===== src/rtl/assert_macros.svh =====
// Assertion macros used by the top-level RTL file
`ifndef ASSERT_MACROS_SVH
`define ASSERT_MACROS_SVH

// same-cycle implication, clocked on clk, off during reset
`define TCMB_ASSERT_IMP(lbl, ante, cons) \
  lbl: assert property (@(posedge clk) disable iff (!rst_n) (ante) |-> (cons)) \
    else $error("same-cycle check failed");

// next-cycle implication, clocked on clk, off during reset
`define TCMB_ASSERT_NXT(lbl, ante, cons) \
  lbl: assert property (@(posedge clk) disable iff (!rst_n) (ante) |=> (cons)) \
    else $error("next-cycle check failed");

`endif


===== src/rtl/tcmb_pkg.sv =====
// Types and constants of the text column map builder
`timescale 1ns / 1ps

package tcmb_pkg;

  localparam int BYTE_W  = 8;
  localparam int COL_W   = 9;
  localparam int OFS_W   = 10;
  localparam int SIZE_W  = 6;
  localparam int TABW_W  = 3;
  localparam int CFG_IDX_W = 2;

  localparam logic [OFS_W-1:0] OFFSET_MAX = 10'd1023;
  localparam logic [TABW_W-1:0] TAB_LOG2_MAX = 3'd5;

  localparam logic [CFG_IDX_W-1:0] REG_TAB_WIDTH_LOG2 = 2'd0;
  localparam logic [CFG_IDX_W-1:0] REG_WORD_MODE      = 2'd1;
  localparam logic [CFG_IDX_W-1:0] REG_DBL_ENCODING   = 2'd2;

  localparam logic [BYTE_W-1:0] CH_TAB     = 8'h09;
  localparam logic [BYTE_W-1:0] CH_SPACE   = 8'h20;
  localparam logic [BYTE_W-1:0] CH_DIGIT0  = 8'h30;
  localparam logic [BYTE_W-1:0] CH_DIGIT9  = 8'h39;
  localparam logic [BYTE_W-1:0] CH_UPPER_A = 8'h41;
  localparam logic [BYTE_W-1:0] CH_UPPER_Z = 8'h5a;
  localparam logic [BYTE_W-1:0] CH_LOWER_A = 8'h61;
  localparam logic [BYTE_W-1:0] CH_LOWER_Z = 8'h7a;
  localparam logic [BYTE_W-1:0] CH_USCORE  = 8'h5f;
  localparam logic [BYTE_W-1:0] SJIS_LO1   = 8'h81;
  localparam logic [BYTE_W-1:0] SJIS_HI1   = 8'h9f;
  localparam logic [BYTE_W-1:0] SJIS_LO2   = 8'he0;
  localparam logic [BYTE_W-1:0] SJIS_HI2   = 8'hfc;
  localparam logic [BYTE_W-1:0] EUC_SS2    = 8'h8e;

  typedef enum logic [2:0] {
    CLS_NONE  = 3'd0,
    CLS_CODE  = 3'd1,
    CLS_SPACE = 3'd2,
    CLS_LABEL = 3'd3,
    CLS_KANJI = 3'd4
  } char_class_t;

  typedef struct packed {
    char_class_t            cls;
    logic [SIZE_W-1:0]      size;
    logic                   skip;
  } byte_info_t;

  typedef enum logic [1:0] {
    S_IDLE = 2'b01,
    S_EMIT = 2'b10
  } state_t;

endpackage


===== src/rtl/tcmb_decode.sv =====
// Byte decoder: character class, column width and trail-byte flag
`timescale 1ns / 1ps

module tcmb_decode (
  input  logic [tcmb_pkg::BYTE_W-1:0] text_byte,
  input  logic [tcmb_pkg::TABW_W-1:0] tab_width_log2,
  input  logic                        dbl_encoding,
  input  logic [4:0]                  col_low,
  output tcmb_pkg::byte_info_t        info
);

  logic [tcmb_pkg::TABW_W-1:0] sh;
  logic [tcmb_pkg::SIZE_W-1:0] tab_w;
  logic [tcmb_pkg::SIZE_W-1:0] tab_mask;
  logic                        sjis_lead;

  assign sh       = (tab_width_log2 > tcmb_pkg::TAB_LOG2_MAX) ? tcmb_pkg::TAB_LOG2_MAX
                                                               : tab_width_log2;
  assign tab_w    = tcmb_pkg::SIZE_W'(1) << sh;
  assign tab_mask = tab_w - tcmb_pkg::SIZE_W'(1);
  assign sjis_lead = (text_byte >= tcmb_pkg::SJIS_LO1 && text_byte <= tcmb_pkg::SJIS_HI1) ||
                     (text_byte >= tcmb_pkg::SJIS_LO2 && text_byte <= tcmb_pkg::SJIS_HI2);

  always_comb begin
    info.cls = tcmb_pkg::CLS_CODE;
    if (text_byte[7]) begin
      info.cls = tcmb_pkg::CLS_KANJI;
    end else if (text_byte == tcmb_pkg::CH_TAB || text_byte == tcmb_pkg::CH_SPACE) begin
      info.cls = tcmb_pkg::CLS_SPACE;
    end else if ((text_byte >= tcmb_pkg::CH_DIGIT0  && text_byte <= tcmb_pkg::CH_DIGIT9)  ||
                 (text_byte >= tcmb_pkg::CH_UPPER_A && text_byte <= tcmb_pkg::CH_UPPER_Z) ||
                 (text_byte >= tcmb_pkg::CH_LOWER_A && text_byte <= tcmb_pkg::CH_LOWER_Z) ||
                 text_byte == tcmb_pkg::CH_USCORE) begin
      info.cls = tcmb_pkg::CLS_LABEL;
    end

    info.size = tcmb_pkg::SIZE_W'(1);
    info.skip = 1'b0;
    if (text_byte == tcmb_pkg::CH_TAB) begin
      info.size = tab_w - ({1'b0, col_low} & tab_mask);
    end else if (text_byte[7]) begin
      if (dbl_encoding) begin
        info.skip = 1'b1;
        if (text_byte != tcmb_pkg::EUC_SS2) begin
          info.size = tcmb_pkg::SIZE_W'(2);
        end
      end else if (sjis_lead) begin
        info.skip = 1'b1;
        info.size = tcmb_pkg::SIZE_W'(2);
      end
    end
  end

endmodule


===== src/rtl/text_column_map_builder_top.sv =====
// A byte is taken in S_IDLE, then one map entry leaves per cycle while the output does not stall:
// 1..32 entries for a byte that fills columns, none for a byte that fills none, one for an
// end-of-line word. The single column counter steps per column entry; a line end clears it.
// An output stall holds the sequencer and the input; input reopens once the last entry is loaded.
// Reset (rst_n low, synchronous) clears line state and loads registers with 3, 0 and 1.
`timescale 1ns / 1ps
`include "assert_macros.svh"

module text_column_map_builder_top #(
  parameter int LINE_COLUMNS = 256
) (
  input  logic        clk,
  input  logic        rst_n,
  input  logic        in_tvalid,
  output logic        in_tready,
  input  logic [7:0]  in_tdata,   // [7:0] text_byte
  input  logic        in_tlast,   // line_done
  output logic        out_tvalid,
  input  logic        out_tready,
  output logic [23:0] out_tdata,  // [8:0] column, [18:9] text_offset, [23:19] zero
  output logic        out_tlast,  // last_of_run
  output logic        out_tuser,  // [0] line_end_entry
  input  logic        cfg_wen,
  input  logic [1:0]  cfg_index,
  input  logic [2:0]  cfg_wdata
);

  localparam int CNT_W = $clog2(LINE_COLUMNS + 32);

  logic [tcmb_pkg::TABW_W-1:0]  tab_log2_r;
  logic                         word_mode_r;
  logic                         dbl_enc_r;

  tcmb_pkg::state_t             state_r;
  logic [CNT_W-1:0]             col_cnt_r;
  logic [tcmb_pkg::OFS_W-1:0]   byte_ofs_r;
  logic [tcmb_pkg::OFS_W-1:0]   anchor_r;
  logic [tcmb_pkg::OFS_W-1:0]   anchor_nxt;
  tcmb_pkg::char_class_t        prev_cls_r;
  tcmb_pkg::char_class_t        prev_cls_nxt;
  logic                         skip_r;
  logic                         stopped_r;
  logic [tcmb_pkg::SIZE_W-1:0]  rem_r;
  logic                         end_pend_r;

  logic                         out_valid_r;
  logic [tcmb_pkg::COL_W-1:0]   out_col_r;
  logic [tcmb_pkg::OFS_W-1:0]   out_ofs_r;
  logic                         out_last_r;
  logic                         out_end_r;

  tcmb_pkg::byte_info_t         info;
  logic                         in_acc;
  logic                         load_entry;
  logic [tcmb_pkg::OFS_W-1:0]   ofs_inc;

  tcmb_decode u_decode (
    .text_byte      (in_tdata),
    .tab_width_log2 (tab_log2_r),
    .dbl_encoding   (dbl_enc_r),
    .col_low        (col_cnt_r[4:0]),
    .info           (info)
  );

  assign in_tready  = (state_r == tcmb_pkg::S_IDLE);
  assign in_acc     = in_tvalid && in_tready;
  assign load_entry = (state_r == tcmb_pkg::S_EMIT) && (!out_valid_r || out_tready);
  assign ofs_inc    = (byte_ofs_r < tcmb_pkg::OFFSET_MAX) ? byte_ofs_r + tcmb_pkg::OFS_W'(1)
                                                           : byte_ofs_r;

  always_comb begin
    prev_cls_nxt = prev_cls_r;
    anchor_nxt   = byte_ofs_r;
    if (word_mode_r) begin
      anchor_nxt = anchor_r;
      if (info.cls != prev_cls_r || info.cls == tcmb_pkg::CLS_CODE) begin
        prev_cls_nxt = info.cls;
        anchor_nxt   = byte_ofs_r;
      end
    end
  end

  always_ff @(posedge clk) begin
    if (!rst_n) begin
      tab_log2_r  <= 3'd3;
      word_mode_r <= 1'b0;
      dbl_enc_r   <= 1'b1;
    end else if (cfg_wen) begin
      unique case (cfg_index)
        tcmb_pkg::REG_TAB_WIDTH_LOG2: tab_log2_r  <= cfg_wdata;
        tcmb_pkg::REG_WORD_MODE:      word_mode_r <= cfg_wdata[0];
        tcmb_pkg::REG_DBL_ENCODING:   dbl_enc_r   <= cfg_wdata[0];
        default: ;
      endcase
    end
  end

  always_ff @(posedge clk) begin
    if (!rst_n) begin
      state_r     <= tcmb_pkg::S_IDLE;
      col_cnt_r   <= '0;
      byte_ofs_r  <= '0;
      anchor_r    <= '0;
      prev_cls_r  <= tcmb_pkg::CLS_NONE;
      skip_r      <= 1'b0;
      stopped_r   <= 1'b0;
      rem_r       <= '0;
      end_pend_r  <= 1'b0;
      out_valid_r <= 1'b0;
    end else begin
      if (load_entry) begin
        out_valid_r <= 1'b1;
      end else if (out_tready) begin
        out_valid_r <= 1'b0;
      end

      unique case (state_r)
        tcmb_pkg::S_IDLE: begin
          if (in_acc) begin
            if (in_tlast) begin
              end_pend_r <= 1'b1;
              rem_r      <= tcmb_pkg::SIZE_W'(1);
              state_r    <= tcmb_pkg::S_EMIT;
            end else if (stopped_r) begin
              // rest of line ignored
            end else if (skip_r) begin
              skip_r     <= 1'b0;
              byte_ofs_r <= ofs_inc;
            end else if (col_cnt_r >= CNT_W'(LINE_COLUMNS)) begin
              stopped_r  <= 1'b1;
            end else begin
              anchor_r   <= anchor_nxt;
              prev_cls_r <= prev_cls_nxt;
              skip_r     <= info.skip;
              byte_ofs_r <= ofs_inc;
              rem_r      <= info.size;
              end_pend_r <= 1'b0;
              state_r    <= tcmb_pkg::S_EMIT;
            end
          end
        end
        tcmb_pkg::S_EMIT: begin
          if (load_entry) begin
            if (end_pend_r) begin
              col_cnt_r  <= '0;
              byte_ofs_r <= '0;
              anchor_r   <= '0;
              prev_cls_r <= tcmb_pkg::CLS_NONE;
              skip_r     <= 1'b0;
              stopped_r  <= 1'b0;
              end_pend_r <= 1'b0;
              rem_r      <= '0;
              state_r    <= tcmb_pkg::S_IDLE;
            end else begin
              col_cnt_r  <= col_cnt_r + CNT_W'(1);
              rem_r      <= rem_r - tcmb_pkg::SIZE_W'(1);
              if (rem_r == tcmb_pkg::SIZE_W'(1)) begin
                state_r  <= tcmb_pkg::S_IDLE;
              end
            end
          end
        end
        default: state_r <= tcmb_pkg::S_IDLE;
      endcase
    end
  end

  always_ff @(posedge clk) begin
    if (load_entry) begin
      out_col_r  <= tcmb_pkg::COL_W'(col_cnt_r);
      out_ofs_r  <= end_pend_r ? byte_ofs_r : anchor_r;
      out_last_r <= end_pend_r || (rem_r == tcmb_pkg::SIZE_W'(1));
      out_end_r  <= end_pend_r;
    end
  end

  assign out_tvalid = out_valid_r;
  assign out_tdata  = {5'd0, out_ofs_r, out_col_r};
  assign out_tlast  = out_last_r;
  assign out_tuser  = out_end_r;

  `TCMB_ASSERT_IMP(a_emit_has_work, state_r == tcmb_pkg::S_EMIT, rem_r != '0)
  `TCMB_ASSERT_IMP(a_end_is_last, out_valid_r && out_end_r, out_last_r)
  `TCMB_ASSERT_NXT(a_line_end_emits, in_acc && in_tlast, state_r == tcmb_pkg::S_EMIT && end_pend_r)

endmodule

===== config.mk =====
export PLATFORM = sky130hd
export DESIGN_NAME = text_column_map_builder_top
export DESIGN_NICKNAME = d
export VERILOG_FILES = /design/src/rtl/tcmb_pkg.sv /design/src/rtl/tcmb_decode.sv /design/src/rtl/text_column_map_builder_top.sv
export VERILOG_INCLUDE_DIRS = /design/src /design/src/rtl
export SDC_FILE = /design/constraint.sdc
export NUM_CORES = 1
export LEC_CHECK = 0
export BUFFER_PORTS_ARGS = -buffer_cell sky130_fd_sc_hd__buf_2
export CORE_MARGIN = 8
export CORE_UTILIZATION = 45
export DETAILED_ROUTE_END_ITERATION = 8
export MAX_ROUTING_LAYER = met4
export PLACE_DENSITY = 0.61
export SYNTH_ARGS = -nofsm -noshare
export SYNTH_HDL_FRONTEND = slang
export SYNTH_SLANG_ARGS = --single-unit

===== constraint.sdc =====
create_clock -name clk -period 2.8 [get_ports clk]
set_clock_uncertainty 0.2 [all_clocks]
set_input_delay 0 -clock clk [delete_from_list [all_inputs] [get_ports clk]]
set_output_delay 0 -clock clk [all_outputs]
set_load 0.01 [all_outputs]

==> impl_metrics.ini, run 1 <==
[sta]
final-max-slew-violation-count = 0
finalCritPeriodShare_pct = 94.5
timing_hold_violations_final = 0
relSlewSlack_pct = 47.9
setup_viol = 0
timing.hold.ws_ps = 16.3
fmax_mhz = 378
period_needed_ps = 2650
setup_tns_ps = 0
worst_slew_pin_slew_ps = 782
rsz0062_at_grt = false

[global_route]
grt_busiest_layer = met2
grt_pass1_vias = 2979
use_met3_pct = 4.32
grt_max_degree = 28
grt_overflow = 0
grt_usage_pct = 16.1
grtUsageMet1_pct = 20.7
use_met2_pct = 24.0
antenna_found_initial = 0
grt_pass1_wl_mm = 14.5

[yosys]
ys_warn_count = 0
synth_cells = 393
synth_area_leader_cell = dfxtp_1
synth_ff_type = dfxtp_1
synth.top_cell.area_share_pct = 27.1
yosys-top-cells-area = dfxtp_1, edfxtp_1, mux2i_1
synth_cell_types = 55
syn_area_per_cell_um2 = 9.23
netlist_area_um2 = 3630
async_flop_share_pct = 0
synth-seq-cells = 70
synth_edf_count = 21
seq_area_frac_synth_pct = 44.4

[critical_path]
cp.depth = 7
path_buf_inv = 4
critPathLaunchType = input port
r2r_slack_ps = 220
worstSetupPathType = in2reg
path_cells = dlygate4sd3_1, buf_2, nor3b_1, mux2i_1, dlygate4sd3_1, nand2_1, dlygate4sd3_1
r2r_cells = 10
cpMaxStageDelayCell = nor3b_1
max_stage_delay_ps = 580
cp.arrival_ps = 2680
cp_common_cell = dlygate4sd3_1
worstPathRequired_ps = 2830
crit_family = buffers and inverters
worst-path-max-fanout = 3
critPathCaptureType = register

[run_status]
status = finished, final reports clean

[clocking]
cts_root_buf = clkbuf_8
htreeDepth = 3
clk_pin_slew_worst_paths_ps = 80
postCtsSetupBuffers = 0
max-clock-path-buffers = 2
cts_tree = yes
cts.sinks = 70
clk_latency_ps = 340
numCtsBuffers = 9

[routing]
remaining_drc_errors = 0
drtPass1Iterations = 6
via_count = 3071
finalWirelength_mm = 8.41
drt-wirelength-per-cell_um = 14.9
final_antenna_net_count = 0
drt_iter0_markers = 111
post_drt_via_cell_ratio = 5.43

[placement]
place_congestion = 0.865
port_buffers = 41
place_area_um2 = 3940
place_inst = 530
hpwlAfterDp_mm = 5.78

[die]
die_h_um = 106
ios = 47
rows = 32
dieArea_um2 = 11200
fp.coreArea_um2 = 7770
die_x_um = 106
initial_core_util_pct = 46.7

[min_path]
holdCritPathClass = in2reg
holdPathStages = 5

[power]
power_uw = 2100
power_density_nw_per_um2 = 484
ir_worst_vdd_uv = 238
p_leak_uw = 0.00161

[cells_and_area]
layout.cells.non_filler = 566
mostFrequentLayoutCells = dfxtp_1, nand2_1, nor2_1, buf_2
fin_area_um2 = 4340
final_common_cell = dfxtp_1
area_growth_pct = 19.6
final.fill_count = 711
drive_above_1_share_pct = 18.3
diodes = 0
nets = 488

[job]
drv_cap = 0
==> path summary, 6_finish.rpt <==
| kind | from | to |
|---|---|---|
| max | cfg_index[0] | tab_log2_r[1] |
| min reg2reg | anchor_r[8] | anchor_r[8] |
| min | in_tdata[6] | skip_r |
| max reg2reg | tab_log2_r[0] | rem_r[5] |
==> synth_stat cells (5+ instances only) <==
cell type  count
dfxtp_1       49
nand2_1       45
nor2_1        42
edfxtp_1      21
nand3_1       21
mux2i_1       19
a21oi_1       15
inv_1         13
o21ai_0       13
nor3_1        11
xnor2_1       11
ha_1          10
mux2_2        10
xor2_1         9
clkbuf_1       8
nor2b_1        6
nor3b_1        6
buf_4          5
nand2b_1       5
nand4_1        5
o211ai_1       5
==> worst register-to-register path: stages (launching register included) <==
cell and delay, ps:
dfxtp_1 390, or3_1 430, ha_1 210, xor2_1 160
nand2_1 70, ha_1 350, a31oi_2 120, o21ai_1 180
xor2_1 180, nand2_1 70, a31oi_1 140
==> cell families (layout without fill, tap and decap cells) <==
group / Yosys count / in the layout / synth area share, %
xor gates and xnor gates: 20 / 20 / 4.83
DFF: 70 / 70 / 44.4
adders and majority gates: 10 / 10 / 3.45
other: 1 / 5 / 0.103
muxes: 29 / 29 / 8.35
AOI/OAI and AO/OA: 65 / 65 / 12.3
and+or+nand+nor: 164 / 164 / 22.2
buffers and inverters: 34 / 101 / 4.38
==> through the flow <==
step / util (%) / setup WS, ps
floorplan: - / 232
global placement: 50.8 / 255
detailed placement: 50.8 / 163
CTS: 55.7 / 139
global route: 55.8 / 18.7
finish: 55.8 / 154
==> state kept, by name (all words and copies together) (netlist names) <==
| signal | flops |
|---|---|
| anchor_r | 10 |
| rem_r | 6 |
| out_tuser | 1 |
| stopped_r | 1 |
| state_r | 2 |
| skip_r | 1 |
| dbl_enc_r | 1 |
| out_tlast | 1 |
| end_pend_r | 1 |
| col_cnt_r | 9 |
| byte_ofs_r | 10 |
| out_tvalid | 1 |
| prev_cls_r | 3 |
| out_ofs_r | 10 |
| out_col_r | 9 |
| word_mode_r | 1 |
| tab_log2_r | 3 |
==> timing repair <==
item / 4_1_cts / 5_1_grt
gates resized for setup: 0 / 4
hold endpoints to repair: 17 / 0
setup endpoints to repair: 0 / 2
hold buffers: 20 / 0
==> report_power, final <==
part | internal [uW] | switching, uW
Clock | 348 | 408
Sequential | 1060 | 21.7
Combinational | 112 | 146
==> per-layer routing <==
| metal | vias up | part of all wire, % |
|---|---|---|
| li1 | 1538 | - |
| met2 | 68 | 44 |
| met1 | 1454 | 50 |
| met5 | - | 0 |
| met3 | 11 | 4.4 |
| met4 | 0 | 1.7 |
==> layout make-up <==
| class | count | area [um2] | area share [%] |
|---|---|---|---|
| clock inverters | 6 | 45.0 | 1.04 |
| multi-input cells | 293 | 1880 | 43.4 |
| inverters | 14 | 52.6 | 1.21 |
| clock buffers | 10 | 138 | 3.17 |
| well taps | 102 | 128 | 2.94 |
| flip-flops and latches | 70 | 1610 | 37.2 |
| repair buffers | 71 | 480 | 11.1 |
(Power assumes the default switching activity.)
==> run 2: changes to the inputs <==
--- a/config.mk
+++ b/config.mk
@@ -14,4 +14,5 @@
 export PLACE_DENSITY = 0.61
 export SYNTH_ARGS = -nofsm -noshare
 export SYNTH_HDL_FRONTEND = slang
+export SYNTH_HIERARCHICAL = 1
 export SYNTH_SLANG_ARGS = --single-unit
==> run 2 against run 1 <==
- first-iteration DRC count is 70% higher
- critical path type is now reg2reg
- sequential share of layout area is 2.0 points lower
- largest power group unchanged
- sequential power is 13% higher
==> impl_metrics.ini, run 2 <==
[min_path]
holdCritPathClass = in2reg
holdPathStages = 6

[cells_and_area]
drive_above_1_share_pct = 22.8
final.fill_count = 724
area_growth_pct = 23.0
mostFrequentLayoutCells = dfxtp_1, buf_2, nand3_1, nor2_1, nand2_1
final_common_cell = dfxtp_1
nets = 502
diodes = 0
layout.cells.non_filler = 583
largestRegisters = anchor_r x10, byte_ofs_r x10, out_ofs_r x10

[yosys]
netlist_area_um2 = 3730
ys_warn_count = 6
synth-compound-area-share_pct = 15.3
synth.top_cell.area_share_pct = 26.3
syn_area_per_cell_um2 = 9.22
synth-seq-cells = 70
synth_common_cells = dfxtp_1, nand3_1, nand2_1, nor2_1, o21ai_0
seq_area_frac_synth_pct = 43.2
synth_ff_type = dfxtp_1
synth_mux_area_share_pct = 6.24
synth_area_leader_cell = dfxtp_1
synth_cell_types = 68
synth_top_family_by_area = simple AND/OR/NAND/NOR gates
yosysMostFrequentCell = dfxtp_1
yosys-top-cells-area = dfxtp_1, edfxtp_1, nand3_1
async_flop_share_pct = 0
synth_cells = 405
yosys.area_share.adder_pct = 3.55
synth-simple-area-share_pct = 24.1
synth_edf_count = 21
synth_xor_area_share_pct = 2.35

[clocking]
clk_pin_slew_worst_paths_ps = 80
htreeDepth = 3
cts.sinks = 70
cts_root_buf = clkbuf_8
max-clock-path-buffers = 2
cts_tree = yes
clk_latency_ps = 350
numCtsBuffers = 9

[sta]
timing.hold.ws_ps = 94.0
finalCritPeriodShare_pct = 98.9
final-max-slew-violation-count = 0
relSlewSlack_pct = 55.0
worst_slew_pin_slew_ps = 669
setup_ws_ps = 31.2
timing_hold_violations_final = 0
period_needed_ps = 2770
fmax_mhz = 361
setup_viol = 0
rsz0062_at_grt = true

[die]
die_x_um = 107
initial_core_util_pct = 45.9
rows = 33
ios = 47
die_h_um = 107
fp.coreArea_um2 = 8130
dieArea_um2 = 11500

[critical_path]
worstPathRequired_ps = 2840
cpMaxStageDelayCell = or3b_4
r2r_cells = 11
cp.arrival_ps = 2810
path_cells = or3b_4, ha_4, nand2b_4, ha_4, nand2b_4, o221a_1, buf_4, nor3_1, nor3_2, a32oi_1, o21ai_1
critPathCaptureType = register
worstSetupPathType = reg2reg
max_stage_delay_ps = 410
worst-path-max-fanout = 2
critPathLaunchType = register

[power]
p_leak_uw = 0.00170
power_uw = 3020
ir_worst_vdd_uv = 292
power_density_nw_per_um2 = 657

[global_route]
grt_pass1_vias = 2993
grt_max_degree = 23
grt_usage_pct = 16.2
antenna_found_initial = 0
grt_pass1_wl_mm = 14.5
grt_overflow = 0

[routing]
drtPass1Iterations = 5
drt-wirelength-per-cell_um = 15.5
final_antenna_net_count = 0
via_count = 3283
finalWirelength_mm = 9.01
remaining_drc_errors = 0
drt_iter0_markers = 189
post_drt_via_cell_ratio = 5.63

[run_status]
status = finished, final reports clean

[job]
drv_cap = 0

[placement]
port_buffers = 41
place_congestion = 0.830
pre_cts_slack_ps = -134
place_inst = 545
hpwlAfterDp_mm = 6.10
[run 2: cell count changes after synthesis, moves of 5 or more]
cell      previous run  this run
nand2_1             45        29
nand3_1             21        34
nor2_1              42        29
o21ai_0             13        26
xnor2_1             11         3
mux2i_1             19        12
o31ai_1              2         9
nand2b_1             5        10
[run 2: final cells by class]
type	instances	area, um2	share of cell area (%)
multi-input cells	299	2000	43.7
flip-flops and latches	70	1620	35.2
repair buffers	78	534	11.6
clock buffers	11	141	3.08
well taps	105	131	2.86
clock inverters	5	106	2.32
inverters	15	56.3	1.23
[run 2: critical path, delay by kind of cell, from the launching register on]
kind / cells / cell delay (ps)
AO/OA/AOI/OAI: 3 / 540
adder cells (fa/ha/maj): 2 / 410
buffers and inverters: 1 / 160
flip-flops: 1 / 320
AND/OR/NAND/NOR: 5 / 1020
[run 2: stage by stage]
stage                     utilization [%]  TNS (ps)  instance area (um2)
after floorplan                         -         0                 3750
after global placement               49.9     -33.3                 4060
after detailed placement             49.9      -134                 4060
after CTS                            56.3     -83.0                 4580
after global routing                 56.4     -98.2                 4590
final                                56.4         0                 4590
[run 2: report_power, final]
group	total, uW	leakage (uW)	internal [uW]	switching, uW
registers	1220	0.000590	1150	71.1
clock network	1010	0.000120	618	395
logic	784	0.000995	304	480
total	3020	0.00170	2070	947
[run 2: metal layers]
| metal | global-route usage [%] | routed length, um |
|---|---|---|
| met5 | - | 0 |
| met4 | 6.53 | 150 |
| met1 | 20.9 | 4330 |
| met2 | 24.0 | 4090 |
| met3 | 3.48 | 437 |
[run 2: what timing repair did]
| action | 4_1_cts | 5_1_grt |
|---|---|---|
| gates resized for setup | 12 | 3 |
| pin swaps | 8 | 9 |
| setup endpoints to repair | 2 | 3 |
| endpoints found under the hold margin | 22 | 0 |
| hold buffers | 19 | 0 |
| setup buffers | 3 | 0 |
[run 2: kinds of logic (layout without fill, tap and decap cells)]
kind of cell | after synthesis | after routing
XOR/XNOR | 10 | 10
adder cells (fa/ha/maj) | 10 | 10
other | 1 | 5
flip-flops | 70 | 70
buffers and inverters | 40 | 109
multiplexers | 22 | 22
AO/OA/AOI/OAI | 86 | 86
AND/OR/NAND/NOR | 166 | 166
[run 2: worst paths after layout]
| check | slack, ps | to | startpoint |
|---|---|---|---|
| max | 30 | rem_r[3] | tab_log2_r[2] |
| min | 90 | prev_cls_r[1] | in_tdata[3] |
| max reg2reg | 30 | rem_r[3] | tab_log2_r[2] |
| min reg2reg | 270 | anchor_r[8] | anchor_r[8] |
